[config.mk]
export PLATFORM = sky130hd
export DESIGN_NAME = modified_utf8_string_decoder_unit
export DESIGN_NICKNAME = d
export VERILOG_FILES = /design/src/hw/rtl/mu8d_pkg.sv /design/src/hw/rtl/mu8d_decode.sv /design/src/hw/rtl/mu8d_out_reg.sv /design/src/hw/rtl/modified_utf8_string_decoder_unit.sv
export SDC_FILE = /design/constraint.sdc
export NUM_CORES = 1
export LEC_CHECK = 0
export BUFFER_PORTS_ARGS = -buffer_cell sky130_fd_sc_hd__buf_4
export CAP_MARGIN = 15
export CORE_ASPECT_RATIO = 1.25
export CORE_MARGIN = 2
export CORE_UTILIZATION = 35
export DETAILED_ROUTE_END_ITERATION = 8
export PLACE_DENSITY_LB_ADDON = 0.08
export SLEW_MARGIN = 20
export SYNTH_ARGS = -nofsm -noshare
export SYNTH_HDL_FRONTEND = slang
export SYNTH_SLANG_ARGS = --single-unit
export TNS_END_PERCENT = 50
[constraint.sdc]
create_clock -name clk -period 3.63 [get_ports clk]
set_input_delay 0.726 -clock clk [delete_from_list [all_inputs] [get_ports clk]]
set_output_delay 0.726 -clock clk [all_outputs]
set_load 0.01 [all_outputs]
[src/hw/rtl/mu8d_pkg.sv]
// ----------------------------------------------------------------------------
// mu8d_pkg
// Shared types for the modified UTF-8 string decoder: phase codes and the
// result record passed from the decode stage to the output register.
// ----------------------------------------------------------------------------
`default_nettype none

package mu8d_pkg;

    // Decode phase, one-hot
    typedef enum logic [6:0] {
        PH_LEN_HI   = 7'b000_0001,
        PH_LEN_LO   = 7'b000_0010,
        PH_LEAD     = 7'b000_0100,
        PH_TWO_B2   = 7'b000_1000,
        PH_THREE_B2 = 7'b001_0000,
        PH_THREE_B3 = 7'b010_0000,
        PH_DISCARD  = 7'b100_0000
    } phase_t;

    typedef struct packed {
        logic [15:0] code_unit;
        logic        has_unit;
        logic        last;
        logic        malformed;
    } result_t;

    localparam logic [15:0] MIN_TWO_BYTE   = 16'h0080;
    localparam logic [15:0] MIN_THREE_BYTE = 16'h0800;

endpackage

`default_nettype wire

[src/hw/rtl/mu8d_decode.sv]
// ----------------------------------------------------------------------------
// mu8d_decode
// Per-byte decode step: string state registers and the next-state and
// result logic for one body or length byte.
// ----------------------------------------------------------------------------
`default_nettype none

module mu8d_decode
    import mu8d_pkg::*;
(
    input  wire logic       clk,
    input  wire logic       rst_n,
    input  wire logic       step,
    input  wire logic [7:0] data_byte,
    output logic            res_valid,
    output result_t         res
);

    phase_t      phase_reg,        phase_next;
    logic [7:0]  length_high_reg,  length_high_next;
    logic [15:0] bytes_left_reg,   bytes_left_next;
    logic [15:0] partial_unit_reg, partial_unit_next;

    logic [15:0] bl_dec;
    logic        at_end;
    logic [15:0] unit_value;
    phase_t      fail_phase;
    phase_t      unit_phase;
    logic        cont_ok;
    result_t     fail_res;

    always_ff @(posedge clk or negedge rst_n)
    begin
        if (!rst_n)
        begin
            phase_reg        <= PH_LEN_HI;
            length_high_reg  <= '0;
            bytes_left_reg   <= '0;
            partial_unit_reg <= '0;
        end
        else
        begin
            phase_reg        <= phase_next;
            length_high_reg  <= length_high_next;
            bytes_left_reg   <= bytes_left_next;
            partial_unit_reg <= partial_unit_next;
        end
    end

    always_comb
    begin
        bl_dec     = bytes_left_reg - 16'd1;
        at_end     = (bl_dec == 16'd0);
        fail_phase = at_end ? PH_LEN_HI : PH_DISCARD;
        unit_phase = at_end ? PH_LEN_HI : PH_LEAD;
        cont_ok    = (data_byte[7:6] == 2'b10);
        unit_value = partial_unit_reg | {10'd0, data_byte[5:0]};
        fail_res   = '{code_unit: 16'd0, has_unit: 1'b0, last: 1'b1, malformed: 1'b1};

        phase_next        = phase_reg;
        length_high_next  = length_high_reg;
        bytes_left_next   = bytes_left_reg;
        partial_unit_next = partial_unit_reg;
        res_valid         = 1'b0;
        res               = '0;

        if (step)
        begin
            unique case (phase_reg)
                PH_LEN_LO:
                begin
                    bytes_left_next = {length_high_reg, data_byte};
                    if ({length_high_reg, data_byte} == 16'd0)
                    begin
                        phase_next = PH_LEN_HI;
                        res_valid  = 1'b1;
                        res        = '{code_unit: 16'd0, has_unit: 1'b0, last: 1'b1,
                                       malformed: 1'b0};
                    end
                    else
                    begin
                        phase_next = PH_LEAD;
                    end
                end

                PH_LEAD:
                begin
                    bytes_left_next = bl_dec;
                    if (!data_byte[7])
                    begin
                        res_valid         = 1'b1;
                        partial_unit_next = '0;
                        if (data_byte == 8'd0)
                        begin
                            phase_next = fail_phase;
                            res        = fail_res;
                        end
                        else
                        begin
                            phase_next = unit_phase;
                            res        = '{code_unit: {8'd0, data_byte}, has_unit: 1'b1,
                                           last: at_end, malformed: 1'b0};
                        end
                    end
                    else if (data_byte[7:5] == 3'b110 && !at_end)
                    begin
                        partial_unit_next = {5'd0, data_byte[4:0], 6'd0};
                        phase_next        = PH_TWO_B2;
                    end
                    else if (data_byte[7:4] == 4'b1110 && bl_dec >= 16'd2)
                    begin
                        partial_unit_next = {data_byte[3:0], 12'd0};
                        phase_next        = PH_THREE_B2;
                    end
                    else
                    begin
                        // bad lead byte or truncated sequence
                        partial_unit_next = '0;
                        phase_next        = fail_phase;
                        res_valid         = 1'b1;
                        res               = fail_res;
                    end
                end

                PH_TWO_B2:
                begin
                    bytes_left_next   = bl_dec;
                    partial_unit_next = '0;
                    res_valid         = 1'b1;
                    if (!cont_ok || (unit_value < MIN_TWO_BYTE && unit_value != 16'd0))
                    begin
                        phase_next = fail_phase;
                        res        = fail_res;
                    end
                    else
                    begin
                        phase_next = unit_phase;
                        res        = '{code_unit: unit_value, has_unit: 1'b1,
                                       last: at_end, malformed: 1'b0};
                    end
                end

                PH_THREE_B2:
                begin
                    bytes_left_next = bl_dec;
                    if (!cont_ok || at_end)
                    begin
                        partial_unit_next = '0;
                        phase_next        = fail_phase;
                        res_valid         = 1'b1;
                        res               = fail_res;
                    end
                    else
                    begin
                        partial_unit_next = partial_unit_reg
                                            | {4'd0, data_byte[5:0], 6'd0};
                        phase_next        = PH_THREE_B3;
                    end
                end

                PH_THREE_B3:
                begin
                    bytes_left_next   = bl_dec;
                    partial_unit_next = '0;
                    res_valid         = 1'b1;
                    if (!cont_ok || unit_value < MIN_THREE_BYTE)
                    begin
                        phase_next = fail_phase;
                        res        = fail_res;
                    end
                    else
                    begin
                        phase_next = unit_phase;
                        res        = '{code_unit: unit_value, has_unit: 1'b1,
                                       last: at_end, malformed: 1'b0};
                    end
                end

                PH_DISCARD:
                begin
                    bytes_left_next = bl_dec;
                    if (at_end)
                    begin
                        phase_next = PH_LEN_HI;
                    end
                end

                default:
                begin
                    // awaiting length high byte
                    length_high_next = data_byte;
                    phase_next       = PH_LEN_LO;
                end
            endcase
        end
    end

endmodule

`default_nettype wire

[src/hw/rtl/mu8d_out_reg.sv]
// ----------------------------------------------------------------------------
// mu8d_out_reg
// Result register: holds one decoded result until the receiver takes it.
// ----------------------------------------------------------------------------
`default_nettype none

module mu8d_out_reg
    import mu8d_pkg::*;
(
    input  wire logic     clk,
    input  wire logic     rst_n,
    input  wire logic     in_valid,
    input  wire result_t  in_res,
    output logic          can_take,
    output logic          out_valid,
    input  wire logic     out_ready,
    output result_t       out_res
);

    logic    valid_reg, valid_next;
    result_t res_reg,   res_next;

    assign can_take  = !valid_reg || out_ready;
    assign out_valid = valid_reg;
    assign out_res   = res_reg;

    always_comb
    begin
        valid_next = valid_reg;
        res_next   = res_reg;
        if (in_valid && can_take)
        begin
            valid_next = 1'b1;
            res_next   = in_res;
        end
        else if (out_ready)
        begin
            valid_next = 1'b0;
        end
    end

    always_ff @(posedge clk or negedge rst_n)
    begin
        if (!rst_n)
        begin
            valid_reg <= 1'b0;
        end
        else
        begin
            valid_reg <= valid_next;
        end
    end

    always_ff @(posedge clk)
    begin
        res_reg <= res_next;
    end

endmodule

`default_nettype wire

[src/hw/rtl/modified_utf8_string_decoder_unit.sv]
// ----------------------------------------------------------------------------
// modified_utf8_string_decoder_unit
// Decodes a stream of length-prefixed modified UTF-8 strings into UTF-16
// code units, one byte per cycle while the result channel is not stalled.
// ----------------------------------------------------------------------------
// Usage:
//   Slave channel (s_axis_*) carries raw bytes: two length bytes, high first,
//   then that many string body bytes, then the next string's length.
//   Master channel (m_axis_*) carries one request per completed code unit,
//   per empty string and per malformed string. tlast marks the final request
//   of a string; tuser says whether tdata holds a unit or the string failed.
//   Path: a taken byte passes the input register, one decode step and the
//   result register before its result shows.
//   Throughput: one byte per cycle while not stalled, bounded by the single
//   decode step between the input and result registers; multi-byte forms
//   give one result on their final byte only.
//   Reset: both registers empty, awaiting a length high byte.
//   Stall: while the result register is full and m_axis_tready is low, the
//   input register holds its byte and s_axis_tready drops once it is full.
//   On a malformed sequence one request with malformed set and tlast goes
//   out; the rest of the string is dropped silently. Units already sent for
//   that string stand, so the receiver discards the string.
// ----------------------------------------------------------------------------
`default_nettype none

module modified_utf8_string_decoder_unit
    import mu8d_pkg::*;
(
    input  wire logic        clk,
    input  wire logic        rst_n,

    input  wire logic        s_axis_tvalid,
    output logic             s_axis_tready,
    input  wire logic [7:0]  s_axis_tdata,   // [7:0] data_byte

    output logic             m_axis_tvalid,
    input  wire logic        m_axis_tready,
    output logic [15:0]      m_axis_tdata,   // [15:0] code_unit
    output logic             m_axis_tlast,   // last
    output logic [1:0]       m_axis_tuser    // [0] has_unit, [1] malformed
);

    logic       in_valid_reg, in_valid_next;
    logic [7:0] in_byte_reg,  in_byte_next;

    logic       out_can_take;
    logic       step;
    logic       s_fire;
    logic       res_valid;
    result_t    res;
    result_t    out_res;

    // Advance the held byte whenever the result register can take whatever
    // it produces; bytes that give no result advance on the same condition.
    assign step          = in_valid_reg && out_can_take;
    assign s_axis_tready = !in_valid_reg || out_can_take;
    assign s_fire        = s_axis_tvalid && s_axis_tready;

    always_comb
    begin
        in_valid_next = in_valid_reg;
        in_byte_next  = in_byte_reg;
        if (s_fire)
        begin
            in_valid_next = 1'b1;
            in_byte_next  = s_axis_tdata;
        end
        else if (step)
        begin
            in_valid_next = 1'b0;
        end
    end

    always_ff @(posedge clk or negedge rst_n)
    begin
        if (!rst_n)
        begin
            in_valid_reg <= 1'b0;
        end
        else
        begin
            in_valid_reg <= in_valid_next;
        end
    end

    // Payload register: no reset needed
    always_ff @(posedge clk)
    begin
        in_byte_reg <= in_byte_next;
    end

    mu8d_decode u_decode (
        .clk       (clk),
        .rst_n     (rst_n),
        .step      (step),
        .data_byte (in_byte_reg),
        .res_valid (res_valid),
        .res       (res)
    );

    mu8d_out_reg u_out_reg (
        .clk       (clk),
        .rst_n     (rst_n),
        .in_valid  (res_valid),
        .in_res    (res),
        .can_take  (out_can_take),
        .out_valid (m_axis_tvalid),
        .out_ready (m_axis_tready),
        .out_res   (out_res)
    );

    assign m_axis_tdata = out_res.code_unit;
    assign m_axis_tlast = out_res.last;
    assign m_axis_tuser = {out_res.malformed, out_res.has_unit};

endmodule

`default_nettype wire

==> metrics, run 1 <==
Die Ht=118 um; WL/cell=17.5 um; Post-Syn Instances=357; Worst R2R Path Depth=10; Max Cap Viol=0; Slew HR=0.345; Vias=2889; hold crit path type=in -> async; end of the critical path=u_out_reg.out_res[11]; max FFs per register=19; worst skew pair latency=0.34 ns; CP startpoint kind=flop; hold buffers post-CTS=0; R2R Setup Slk=0.41 ns; Syn Nets=372; Setup Skew=0.00714 ns; Final Slew Violations=0; Clock Path Buffers=2; reg-to-reg endpoint=u_out_reg.out_res[11]; Final Critical Period=3.22 ns; DR pass1 iterations=4; Core Box Area=10100 um2; fmax=0.311 GHz; Initial DRC Count=141; GRT Total Usage=0.176; Seq/Total Area, Yosys=0.518; port buffer count=32; Reg-to-Reg Start=u_decode.bytes_left_reg[1]; DRT Wirelength=9.21 mm; post-route ant nets=0; RSZ-0062 raised after global routing=false; Distinct cells, synth=60; Max rail drop VDD=0.000290 V; Cell Chain, Critical Path=inv_1 -> ha_1 -> nor4b_2 -> nand4_1 -> mux2i_1 -> or4_4 -> o21ai_1 -> nand2_1 -> a21oi_2 -> buf_4; outcome=complete, no violations; Yosys Warn Count=0; Die W=95.3 um; Slew @ Worst Pin=0.969 ns; Mapped Area=3650 um2; crit path DAT=3.24 ns; CP Capture Type=flop; final net count=406; vias in the first global route=2765; Critical Path RT=3.65 ns; PD cells=748 nW/um2; root buf cell=clkbuf_16; I/O Pins=33; gp weighted congestion=0.829; Crit path max-delay family=simple AND/OR/NAND/NOR gates; routed vias/inst=5.50; setup violators final=0; CP max-delay cell=dfrtp_1; worst setup path start=u_decode.bytes_left_reg[1]; Setup CP Type=reg -> reg; worst-path maximum fanout=19; final instance area=4360 um2; largest net degree at the start of global routing=44; H-tree depth=3; initial antenna violation count=0; drt drc=0; Yosys reg bits=70; Layout Cells excl Fill=525; cell count along the critical path=10; dpl cells=509; Top FF cell, synth=dfrtp_1; Final TNS setup=0 ns; Synth Area per Inst=10.2 um2; row count=41; ant diodes=0; FFs w/ async S/R, synth=0.614; TritonCTS buffer count=9; DP Wirelength=6.63 mm; Static Leak=1.73 nW; Starting Density=0.361; CTS tree=yes; Post-synth EDFFs=27; max incr delay on CP=0.48 ns; final hold violation count=0; clk sink count=70; proportion of layout cells with a drive suffix above 1=0.197; die area=11300 um2; DP Area=4040 um2; worst path bufs/invs=2; clock-pin transition on the worst setup and hold timing paths=0.06 ns; first-pass GRT wire length=15.0 mm; Tcrit/Tclk final=0.887; Area Growth Syn to Fin=19.6%; grt ovf=0; Fill cells=945
through the flow:
stage,util,power [mW],hold WS [ns],setup slack (ns)
floorplan,-,2.02,0.430,0.354
global placement,0.399,2.33,0.513,0.381
detailed placement,0.399,2.32,0.516,0.258
CTS,0.431,3.27,0.415,0.161
global route,0.431,3.48,0.437,0.187
finish,0.431,3.26,0.388,0.410
Yosys cell counts, types with 4 or more instances:
cell / count / area [um2]
dfrtp_1: 42 / 1050
nor4_1: 7 / 43.8
a22oi_1: 5 / 37.5
nand3_1: 8 / 40.0
nor2_1: 26 / 97.6
a31oi_1: 5 / 31.3
nand2b_1: 6 / 37.5
nor4b_1: 4 / 35.0
o21ai_0: 32 / 160
nor2b_1: 6 / 37.5
nand2_1: 25 / 93.8
a21o_1: 4 / 30.0
and2_1: 16 / 100
nand4b_1: 4 / 35.0
clkbuf_1: 10 / 37.5
mux2_2: 9 / 101
or4_1: 4 / 30.0
a21oi_1: 26 / 130
edfxtp_1: 27 / 811
a22o_1: 7 / 61.3
o31ai_1: 6 / 45.0
inv_1: 11 / 41.3
nor3_1: 11 / 55.1
worst min-delay path by stage:
stage | from | endpoint | slack (ns) | cells after the start
after floorplan | rst_n | in_valid_reg | 0.43 | 0
after global placement | u_decode.partial_unit_reg[7] | u_decode.partial_unit_reg[7] | 0.51 | 1
after detailed placement | u_decode.partial_unit_reg[9] | u_decode.partial_unit_reg[9] | 0.52 | 1
after CTS | rst_n | u_decode.bytes_left_reg[5] | 0.41 | 1
after global routing | rst_n | u_decode.bytes_left_reg[5] | 0.44 | 1
final | rst_n | u_decode.bytes_left_reg[5] | 0.39 | 1
cell families after synthesis:
group / synth area share
simple gates: 0.210
fa+ha+maj: 0.0103
compound gates: 0.193
flops: 0.518
mux: 0.0333
xor+xnor: 0.00721
buf+inv: 0.0281
power breakdown:
group          leakage (nW)  switching [mW]  internal (mW)
clock                 0.146           0.339          0.600
combinational         0.780           0.582          0.437
sequential            0.808           0.272           1.03
repair_timing:
item / CTS / global route
endpoints found under the setup margin: 0 / 19
gates resized for setup: 0 / 2
buffers inserted: 0 / 0
placed cells by master (no fill, tap or decap), types with 9 or more instances in the layout:
| cell type | count |
|---|---|
| nand2_1 | 25 |
| clkbuf_16 | 9 |
| nor3_1 | 11 |
| and2_1 | 16 |
| dfrtp_1 | 42 |
| edfxtp_1 | 27 |
| buf_4 | 38 |
| nor2_1 | 26 |
| o21ai_0 | 32 |
| a21oi_1 | 25 |
| inv_1 | 11 |
| mux2_2 | 9 |
metal layers:
layer / wire length (um) / up-vias / part of all wire / global-route usage
met5: 0 / - / 0 / 0
met1: 4040 / 1399 / 0.44 / 0.227
met3: 341 / 19 / 0.037 / 0.0365
met4: 231 / 0 / 0.025 / 0.0707
li1: - / 1415 / - / -
met2: 4590 / 56 / 0.50 / 0.284
layout make-up:
cell class / instances / area (um2) / area share
Sequential cell: 70 / 1890 / 0.433
Multi-Input combinational cell: 261 / 1670 / 0.382
Timing Repair Buffer: 38 / 285 / 0.0654
Clock buffer: 10 / 229 / 0.0525
Tap cell: 129 / 161 / 0.0370
Clock inverter: 6 / 87.6 / 0.0201
Inverter: 11 / 41.3 / 0.00947
(Power assumes the default switching activity.)
==> inputs of run 2 (changes only) <==
Settings changed: SYNTH_HIERARCHICAL set to 1.
==> metrics, run 2 <==
outcome=complete, no violations (unchanged); Area Growth Syn to Fin=20.2% (was 19.6%); Max Cap Viol=0 (unchanged); reg-to-reg endpoint=u_out_reg/out_res[18] (was u_out_reg.out_res[11]); count leader, synth=nor2_1 (was dfrtp_1); worst-path maximum fanout=10 (was 19); fmax=0.291 GHz (was 0.311 GHz); Fill cells=1055 (was 945); Layout Cells excl Fill=562 (was 525); Core Box Area=10500 um2 (was 10100 um2); crit path DAT=3.47 ns (was 3.24 ns); max incr delay on CP=0.66 ns (was 0.48 ns); GR Layer Usage met3=0.0320 (was 0.0365); DR pass1 iterations=4 (unchanged); Top FF cell, synth=dfrtp_1 (unchanged); Die Ht=120 um (was 118 um); Mapped Area=3760 um2 (was 3650 um2); row count=42 (was 41); Synth Area per Inst=9.80 um2 (was 10.2 um2); most common cell after layout, fill and taps aside=buf_4 (was dfrtp_1); R2R Setup Slk=0.19 ns (was 0.41 ns); synth cell count leaders=46 x nor2_1, 42 x dfrtp_1, 33 x o21ai_0 (was 42 x dfrtp_1, 32 x o21ai_0, 27 x edfxtp_1); Worst R2R Path Depth=11 (was 10); Post-CTS Setup Bufs=0 (unchanged); Slew HR=0.527 (was 0.345); proportion of layout cells with a drive suffix above 1=0.235 (was 0.197); CP max-delay cell=or4b_2 (was dfrtp_1); DP Wirelength=7.49 mm (was 6.63 mm); I/O Pins=33 (unchanged); Yosys Warn Count=6 (was 0); Vias=3089 (was 2889); first-pass GRT wire length=16.6 mm (was 15.0 mm); DRT Wirelength=10.3 mm (was 9.21 mm); worst skew pair latency=0.34 ns (about the same); total power=2.99 mW (was 3.26 mW); final hold violation count=0 (unchanged); clk sink count=70 (unchanged); max FFs per register=19 (unchanged); port buffer count=32 (unchanged); Syn Nets=399 (was 372); Crit path max-delay family=simple AND/OR/NAND/NOR gates (unchanged); CP Capture Type=flop (unchanged); root buf cell=clkbuf_16 (unchanged); Distinct cells, synth=63 (was 60); most frequent cells in the layout=46 x buf_4, 45 x nor2_1, 42 x dfrtp_1, 33 x o21ai_0, 28 x a21oi_1 (was 42 x dfrtp_1, 38 x buf_4, 32 x o21ai_0, 27 x edfxtp_1, 26 x nor2_1); drt drc=0 (unchanged); ant diodes=0 (unchanged); Final Critical Period=3.44 ns (was 3.22 ns); routed vias/inst=5.50 (about the same); gp weighted congestion=0.946 (was 0.829); multi-input logic area=1780 um2 (was 1670 um2); TritonCTS buffer count=9 (unchanged); met1 Track Usage GR=0.228 (was 0.227); largest net degree at the start of global routing=44 (unchanged); grt met2 use=0.320 (was 0.284); Yosys reg bits=70 (unchanged); FFs w/ async S/R, synth=0.614 (unchanged); top cells by area, synth=dfrtp_1 28%, edfxtp_1 22%, nor2_1 4.6%, o21ai_0 4.4%, a21oi_1 3.9% (was dfrtp_1 29%, edfxtp_1 22%, o21ai_0 4.4%, a21oi_1 3.6%, mux2_2 2.8%); layer with the highest usage=met2 (unchanged); clock-pin transition on the worst setup and hold timing paths=0.06 ns (about the same); setup violators final=0 (unchanged); Setup CP Type=reg -> reg (unchanged); H-tree depth=3 (unchanged); grt ovf=0 (unchanged); Die W=96.8 um (was 95.3 um); hold crit path type=in -> async (unchanged); post-route ant nets=0 (unchanged); die area=11600 um2 (was 11300 um2); Seq/Total Area, Yosys=0.502 (was 0.518); Clock Path Buffers=2 (unchanged); Slew @ Worst Pin=0.700 ns (was 0.969 ns); Static Leak=1.83 nW (was 1.73 nW); dominant cell type by area after synthesis=dfrtp_1 (unchanged); dpl cells=545 (was 509); Max rail drop VDD=0.000269 V (was 0.000290 V); Initial DRC Count=165 (was 141); Setup Skew=0.00987 ns (was 0.00714 ns); Final Slew Violations=0 (unchanged); CP startpoint kind=flop (unchanged); worst path bufs/invs=1 (was 2); Post-synth EDFFs=27 (unchanged); Starting Density=0.358 (was 0.361); Critical Path RT=3.66 ns (was 3.65 ns); GRT Total Usage=0.185 (was 0.176); Reg-to-Reg Start=u_decode/bytes_left_reg[1] (was u_decode.bytes_left_reg[1]); Final TNS setup=0 ns (unchanged); vias in the first global route=3083 (was 2765); CTS tree=yes (unchanged); area fraction of the dominant cell type after synthesis=0.279 (was 0.288); final net count=440 (was 406); PD cells=662 nW/um2 (was 748 nW/um2); hold buffers post-CTS=0 (unchanged); FF/Latch Area=1890 um2 (unchanged); initial antenna violation count=0 (unchanged); Tcrit/Tclk final=0.947 (was 0.887); WL/cell=18.4 um (was 17.5 um); Cell Chain, Critical Path=inv_1 -> ha_2 -> or4b_2 -> xnor2_1 -> o31a_1 -> nor3_2 -> and4_1 -> nor2_2 -> o21a_1 -> a21oi_2 -> and2_4 (was inv_1 -> ha_1 -> nor4b_2 -> nand4_1 -> mux2i_1 -> or4_4 -> o21ai_1 -> nand2_1 -> a21oi_2 -> buf_4); Post-Syn Instances=384 (was 357); RSZ-0062 raised after global routing=false (unchanged)
[run 2: layout make-up]
| type | count | area share |
|---|---|---|
| Timing Repair Buffer | 46 | 0.0763 |
| Sequential cell | 70 | 0.417 |
| Multi-Input combinational cell | 288 | 0.394 |
| Inverter | 10 | 0.00830 |
| Clock buffer | 9 | 0.0498 |
| Tap cell | 132 | 0.0365 |
| Clock inverter | 7 | 0.0172 |
[run 2: worst max path at each step]
stage                               start                     to  slack (ns)  cells past startpoint
6_report       u_decode/bytes_left_reg[1]  u_out_reg/out_res[18]        0.19                     11
5_1_grt        u_decode/bytes_left_reg[1]  u_out_reg/out_res[18]        0.04                     11
4_1_cts        u_decode/bytes_left_reg[1]  u_out_reg/out_res[18]        0.03                     10
3_5_place_dp   u_decode/bytes_left_reg[1]   u_out_reg/out_res[5]        0.02                     11
3_3_place_gp   u_decode/bytes_left_reg[1]   u_out_reg/out_res[5]        0.16                     11
2_1_floorplan  u_decode/bytes_left_reg[7]   u_out_reg/out_res[0]        0.31                     11
[run 2: where the power goes]
| part | switching, mW | total, mW | internal, mW | leakage (nW) |
|---|---|---|---|---|
| Sequential | 0.208 | 1.20 | 0.996 | 0.806 |
| Combinational | 0.520 | 0.891 | 0.370 | 0.873 |
| Clock | 0.360 | 0.900 | 0.540 | 0.147 |
| Total | 1.09 | 2.99 | 1.91 | 1.83 |
[run 2: what timing repair did]
item                       4_1_cts  5_1_grt
cloned                           0        1
pin swaps                        0        1
hold endpoints to repair         0        0
setup endpoints to repair        3       19
gates resized for setup          1        4
[run 2: through the flow]
stage,setup WS [ns],utilization,hold WS [ns],instance area (um2)
2_1_floorplan,0.306,-,0.430,3760
3_3_place_gp,0.161,0.399,0.485,4190
3_5_place_dp,0.0157,0.399,0.488,4190
4_1_cts,0.0344,0.428,0.411,4500
5_1_grt,0.0355,0.430,0.440,4520
6_report,0.191,0.430,0.393,4520
[run 2: cell families (layout without fill, tap and decap cells)]
| family | count (synthesis) | in the layout | share of synthesized area |
|---|---|---|---|
| AOI/OAI and AO/OA | 106 | 106 | 0.179 |
| xor gates and xnor gates | 2 | 2 | 0.00466 |
| adders and majority gates | 3 | 3 | 0.00997 |
| buffers and inverters | 27 | 72 | 0.0319 |
| DFF | 70 | 70 | 0.502 |
| muxes | 12 | 12 | 0.0349 |
| and+or+nand+nor | 164 | 165 | 0.238 |
[run 2: metal layers]
layer	routed length (um)	vias up	share of wire
met2	5250	82	0.51
li1	-	1506	-
met1	4400	1488	0.43
met4	194	0	0.019
met3	476	13	0.046
met5	0	-	0
==> inputs of run 3 (changes only) <==
Settings changed: CORE_UTILIZATION 35 to 45, CTS_BUF_LIST set to sky130_fd_sc_hd__clkbuf_4.
==> metrics, run 3 (synthesized netlist as in run 2, its figures left out) <==
routed vias/inst=6.02 (was 5.50); root buf cell=clkbuf_4 (was clkbuf_16); Crit path max-delay family=simple AND/OR/NAND/NOR gates (unchanged); Setup Skew=0.0199 ns (was 0.00987 ns); Reg-to-Reg Start=u_decode/bytes_left_reg[1] (unchanged); worst path bufs/invs=1 (unchanged); Slew HR=0.555 (was 0.527); sw power=1.05 mW (was 1.09 mW); end of the critical path=u_out_reg/out_res[9] (was u_out_reg/out_res[18]); worst-path maximum fanout=10 (unchanged); crit path DAT=3.51 ns (was 3.47 ns); Static Leak=1.77 nW (was 1.83 nW); Clock Path Buffers=2 (unchanged); Critical Path RT=3.76 ns (was 3.66 ns); PD cells=588 nW/um2 (was 662 nW/um2); clock-pin transition on the worst setup and hold timing paths=0.13 ns (was 0.06 ns); largest net degree at the start of global routing=44 (unchanged); violated checks=design-rule violations; met1 Track Usage GR=0.300 (was 0.228); layer with the highest usage=met2 (unchanged); Starting Density=0.459 (was 0.358); H-tree depth=3 (unchanged); total power=2.55 mW (was 2.99 mW); Die W=85.8 um (was 96.8 um); initial antenna violation count=0 (unchanged); max FFs per register=19 (unchanged); Final TNS setup=0 ns (unchanged); Setup CP Type=reg -> reg (unchanged); reg-to-reg endpoint=u_out_reg/out_res[9] (was u_out_reg/out_res[18]); die area=9120 um2 (was 11600 um2); Final Critical Period=3.39 ns (was 3.44 ns); max incr delay on CP=0.67 ns (was 0.66 ns); Max rail drop VDD=0.000338 V (was 0.000269 V); CP startpoint kind=flop (unchanged); worst setup path start=u_decode/bytes_left_reg[1] (unchanged); DP Wirelength=6.87 mm (was 7.49 mm); RSZ-0062 raised after global routing=false (unchanged); grt met2 use=0.369 (was 0.320); post-route ant nets=0 (unchanged); ant diodes=0 (unchanged); hold_ws=0.273 ns (was 0.393 ns); Slew @ Worst Pin=0.662 ns (was 0.700 ns); cell count along the critical path=11 (unchanged); switching part of the total=0.409 (was 0.363); drt drc=4 (was 0); gp weighted congestion=0.924 (was 0.946); GRT Total Usage=0.228 (was 0.185); fmax=0.295 GHz (was 0.291 GHz); post_cts resized=0 (was 1); Pint=1.51 mW (was 1.91 mW); final hold violation count=0 (unchanged); setup violators final=0 (unchanged); Tcrit/Tclk final=0.933 (was 0.947); proportion of layout cells with a drive suffix above 1=0.244 (was 0.235); Max Cap Viol=0 (unchanged); Final Slew Violations=0 (unchanged); R2R Setup Slk=0.24 ns (was 0.19 ns); I/O Pins=33 (unchanged); clk sink count=70 (unchanged); Core Box Area=8190 um2 (was 10500 um2); DRT Wirelength=9.74 mm (was 10.3 mm); CTS tree=yes (unchanged); Die Ht=106 um (was 120 um); part of the power in registers=0.468 (was 0.402); hold crit path type=in -> async (unchanged); hold buffers post-CTS=0 (unchanged); final net count=445 (was 440); Post-CTS Setup Bufs=0 (unchanged); Clk network pwr share=0.175 (was 0.301); Cell Chain, Critical Path=inv_1 -> ha_2 -> or4b_2 -> xnor2_1 -> o31a_1 -> nor3_4 -> nand4_4 -> a21oi_2 -> o21ai_0 -> a21oi_2 -> and2_4 (was inv_1 -> ha_2 -> or4b_2 -> xnor2_1 -> o31a_1 -> nor3_2 -> and4_1 -> nor2_2 -> o21a_1 -> a21oi_2 -> and2_4); CP max-delay cell=or4b_2 (unchanged); worst skew pair latency=0.43 ns (was 0.34 ns); WL/cell=18.3 um (was 18.4 um); outcome=finished, violations left (was complete, no violations); port buffer count=32 (unchanged); most used cell along the critical path=a21oi_2; first-pass GRT wire length=15.9 mm (was 16.6 mm); most common cell after layout, fill and taps aside=buf_4 (unchanged); row count=37 (was 42); most frequent cells in the layout=51 x buf_4, 45 x nor2_1, 42 x dfrtp_1, 33 x o21ai_0 (was 46 x buf_4, 45 x nor2_1, 42 x dfrtp_1, 33 x o21ai_0, 28 x a21oi_1); CP Capture Type=flop (unchanged); DR pass1 iterations=7 (was 4); Worst R2R Path Depth=11 (unchanged); Initial DRC Count=238 (was 165); Combinational Power Share=0.357 (was 0.298); Area Growth Syn to Fin=15.3% (was 20.2%); vias in the first global route=3026 (was 3083); GR Layer Usage met3=0.0342 (was 0.0320); Vias=3203 (was 3089); TritonCTS buffer count=9 (unchanged); grt ovf=0 (unchanged)
-- run 3: cell types whose count changed in the layout (fill, tap and decap cells not counted), sizes merged --
| cell | previous run | this run |
|---|---|---|
| clkinvlp | 1 | 3 |
| buf | 46 | 51 |
| inv | 14 | 12 |
| clkinv | 1 | 2 |
| bufinv | 1 | 0 |
-- run 3: worst min-delay path by stage --
stage / slack (ns) / depth (start not counted) / from / endpoint
global route: 0.30 / 1 / rst_n / u_decode/bytes_left_reg[3]
finish: 0.27 / 1 / rst_n / u_decode/bytes_left_reg[3]
floorplan: 0.43 / 0 / rst_n / in_valid_reg
global placement: 0.48 / 2 / u_decode/partial_unit_reg[13] / u_decode/partial_unit_reg[13]
CTS: 0.28 / 1 / rst_n / u_decode/bytes_left_reg[3]
detailed placement: 0.49 / 2 / u_decode/partial_unit_reg[13] / u_decode/partial_unit_reg[13]
-- run 3: power by group through the flow --
stage | Sequential [mW] | Combinational [mW] | Clock (mW)
final | 1.20 | 0.912 | 0.447
after global routing | 1.22 | 1.02 | 0.501
after CTS | 1.19 | 0.877 | 0.467
after detailed placement | 1.21 | 0.871 | 0
after global placement | 1.21 | 0.869 | 0
after floorplan | 1.15 | 0.649 | 0
-- run 3: worst register-to-register path, cell delays in order (launching register included) --
cell	delay, ns
dfrtp_1	0.45
inv_1	0.12
ha_2	0.23
or4b_2	0.67
xnor2_1	0.16
o31a_1	0.30
nor3_4	0.19
nand4_4	0.20
a21oi_2	0.20
o21ai_0	0.12
a21oi_2	0.22
and2_4	0.25
-- run 3: final cells by class --
class                      instances  area [um2]
fill                             807        3850
sequential                        70        1890
multi-input combinational        288        1790
timing repair buffer              51         383
tap                               97         121
clock buffer                       9        67.6
clock inverter                     7        48.8
inverter                          10        37.5
-- run 3: per-stage QoR --
step | instance area (um2) | util | setup WS (ns) | std cells
finish | 4340 | 0.530 | 0.243 | 532
global route | 4340 | 0.530 | 0.0386 | 532
CTS | 4300 | 0.525 | 0.0139 | 531
detailed placement | 4190 | 0.511 | 0.0618 | 515
global placement | 4190 | 0.511 | 0.181 | 515
floorplan | 3760 | - | 0.306 | 384
-- run 3: routing by layer --
layer,part of all wire,up-vias
met4,0.035,0
met2,0.51,117
met1,0.41,1544
li1,-,1513
met5,0,-
met3,0.046,29
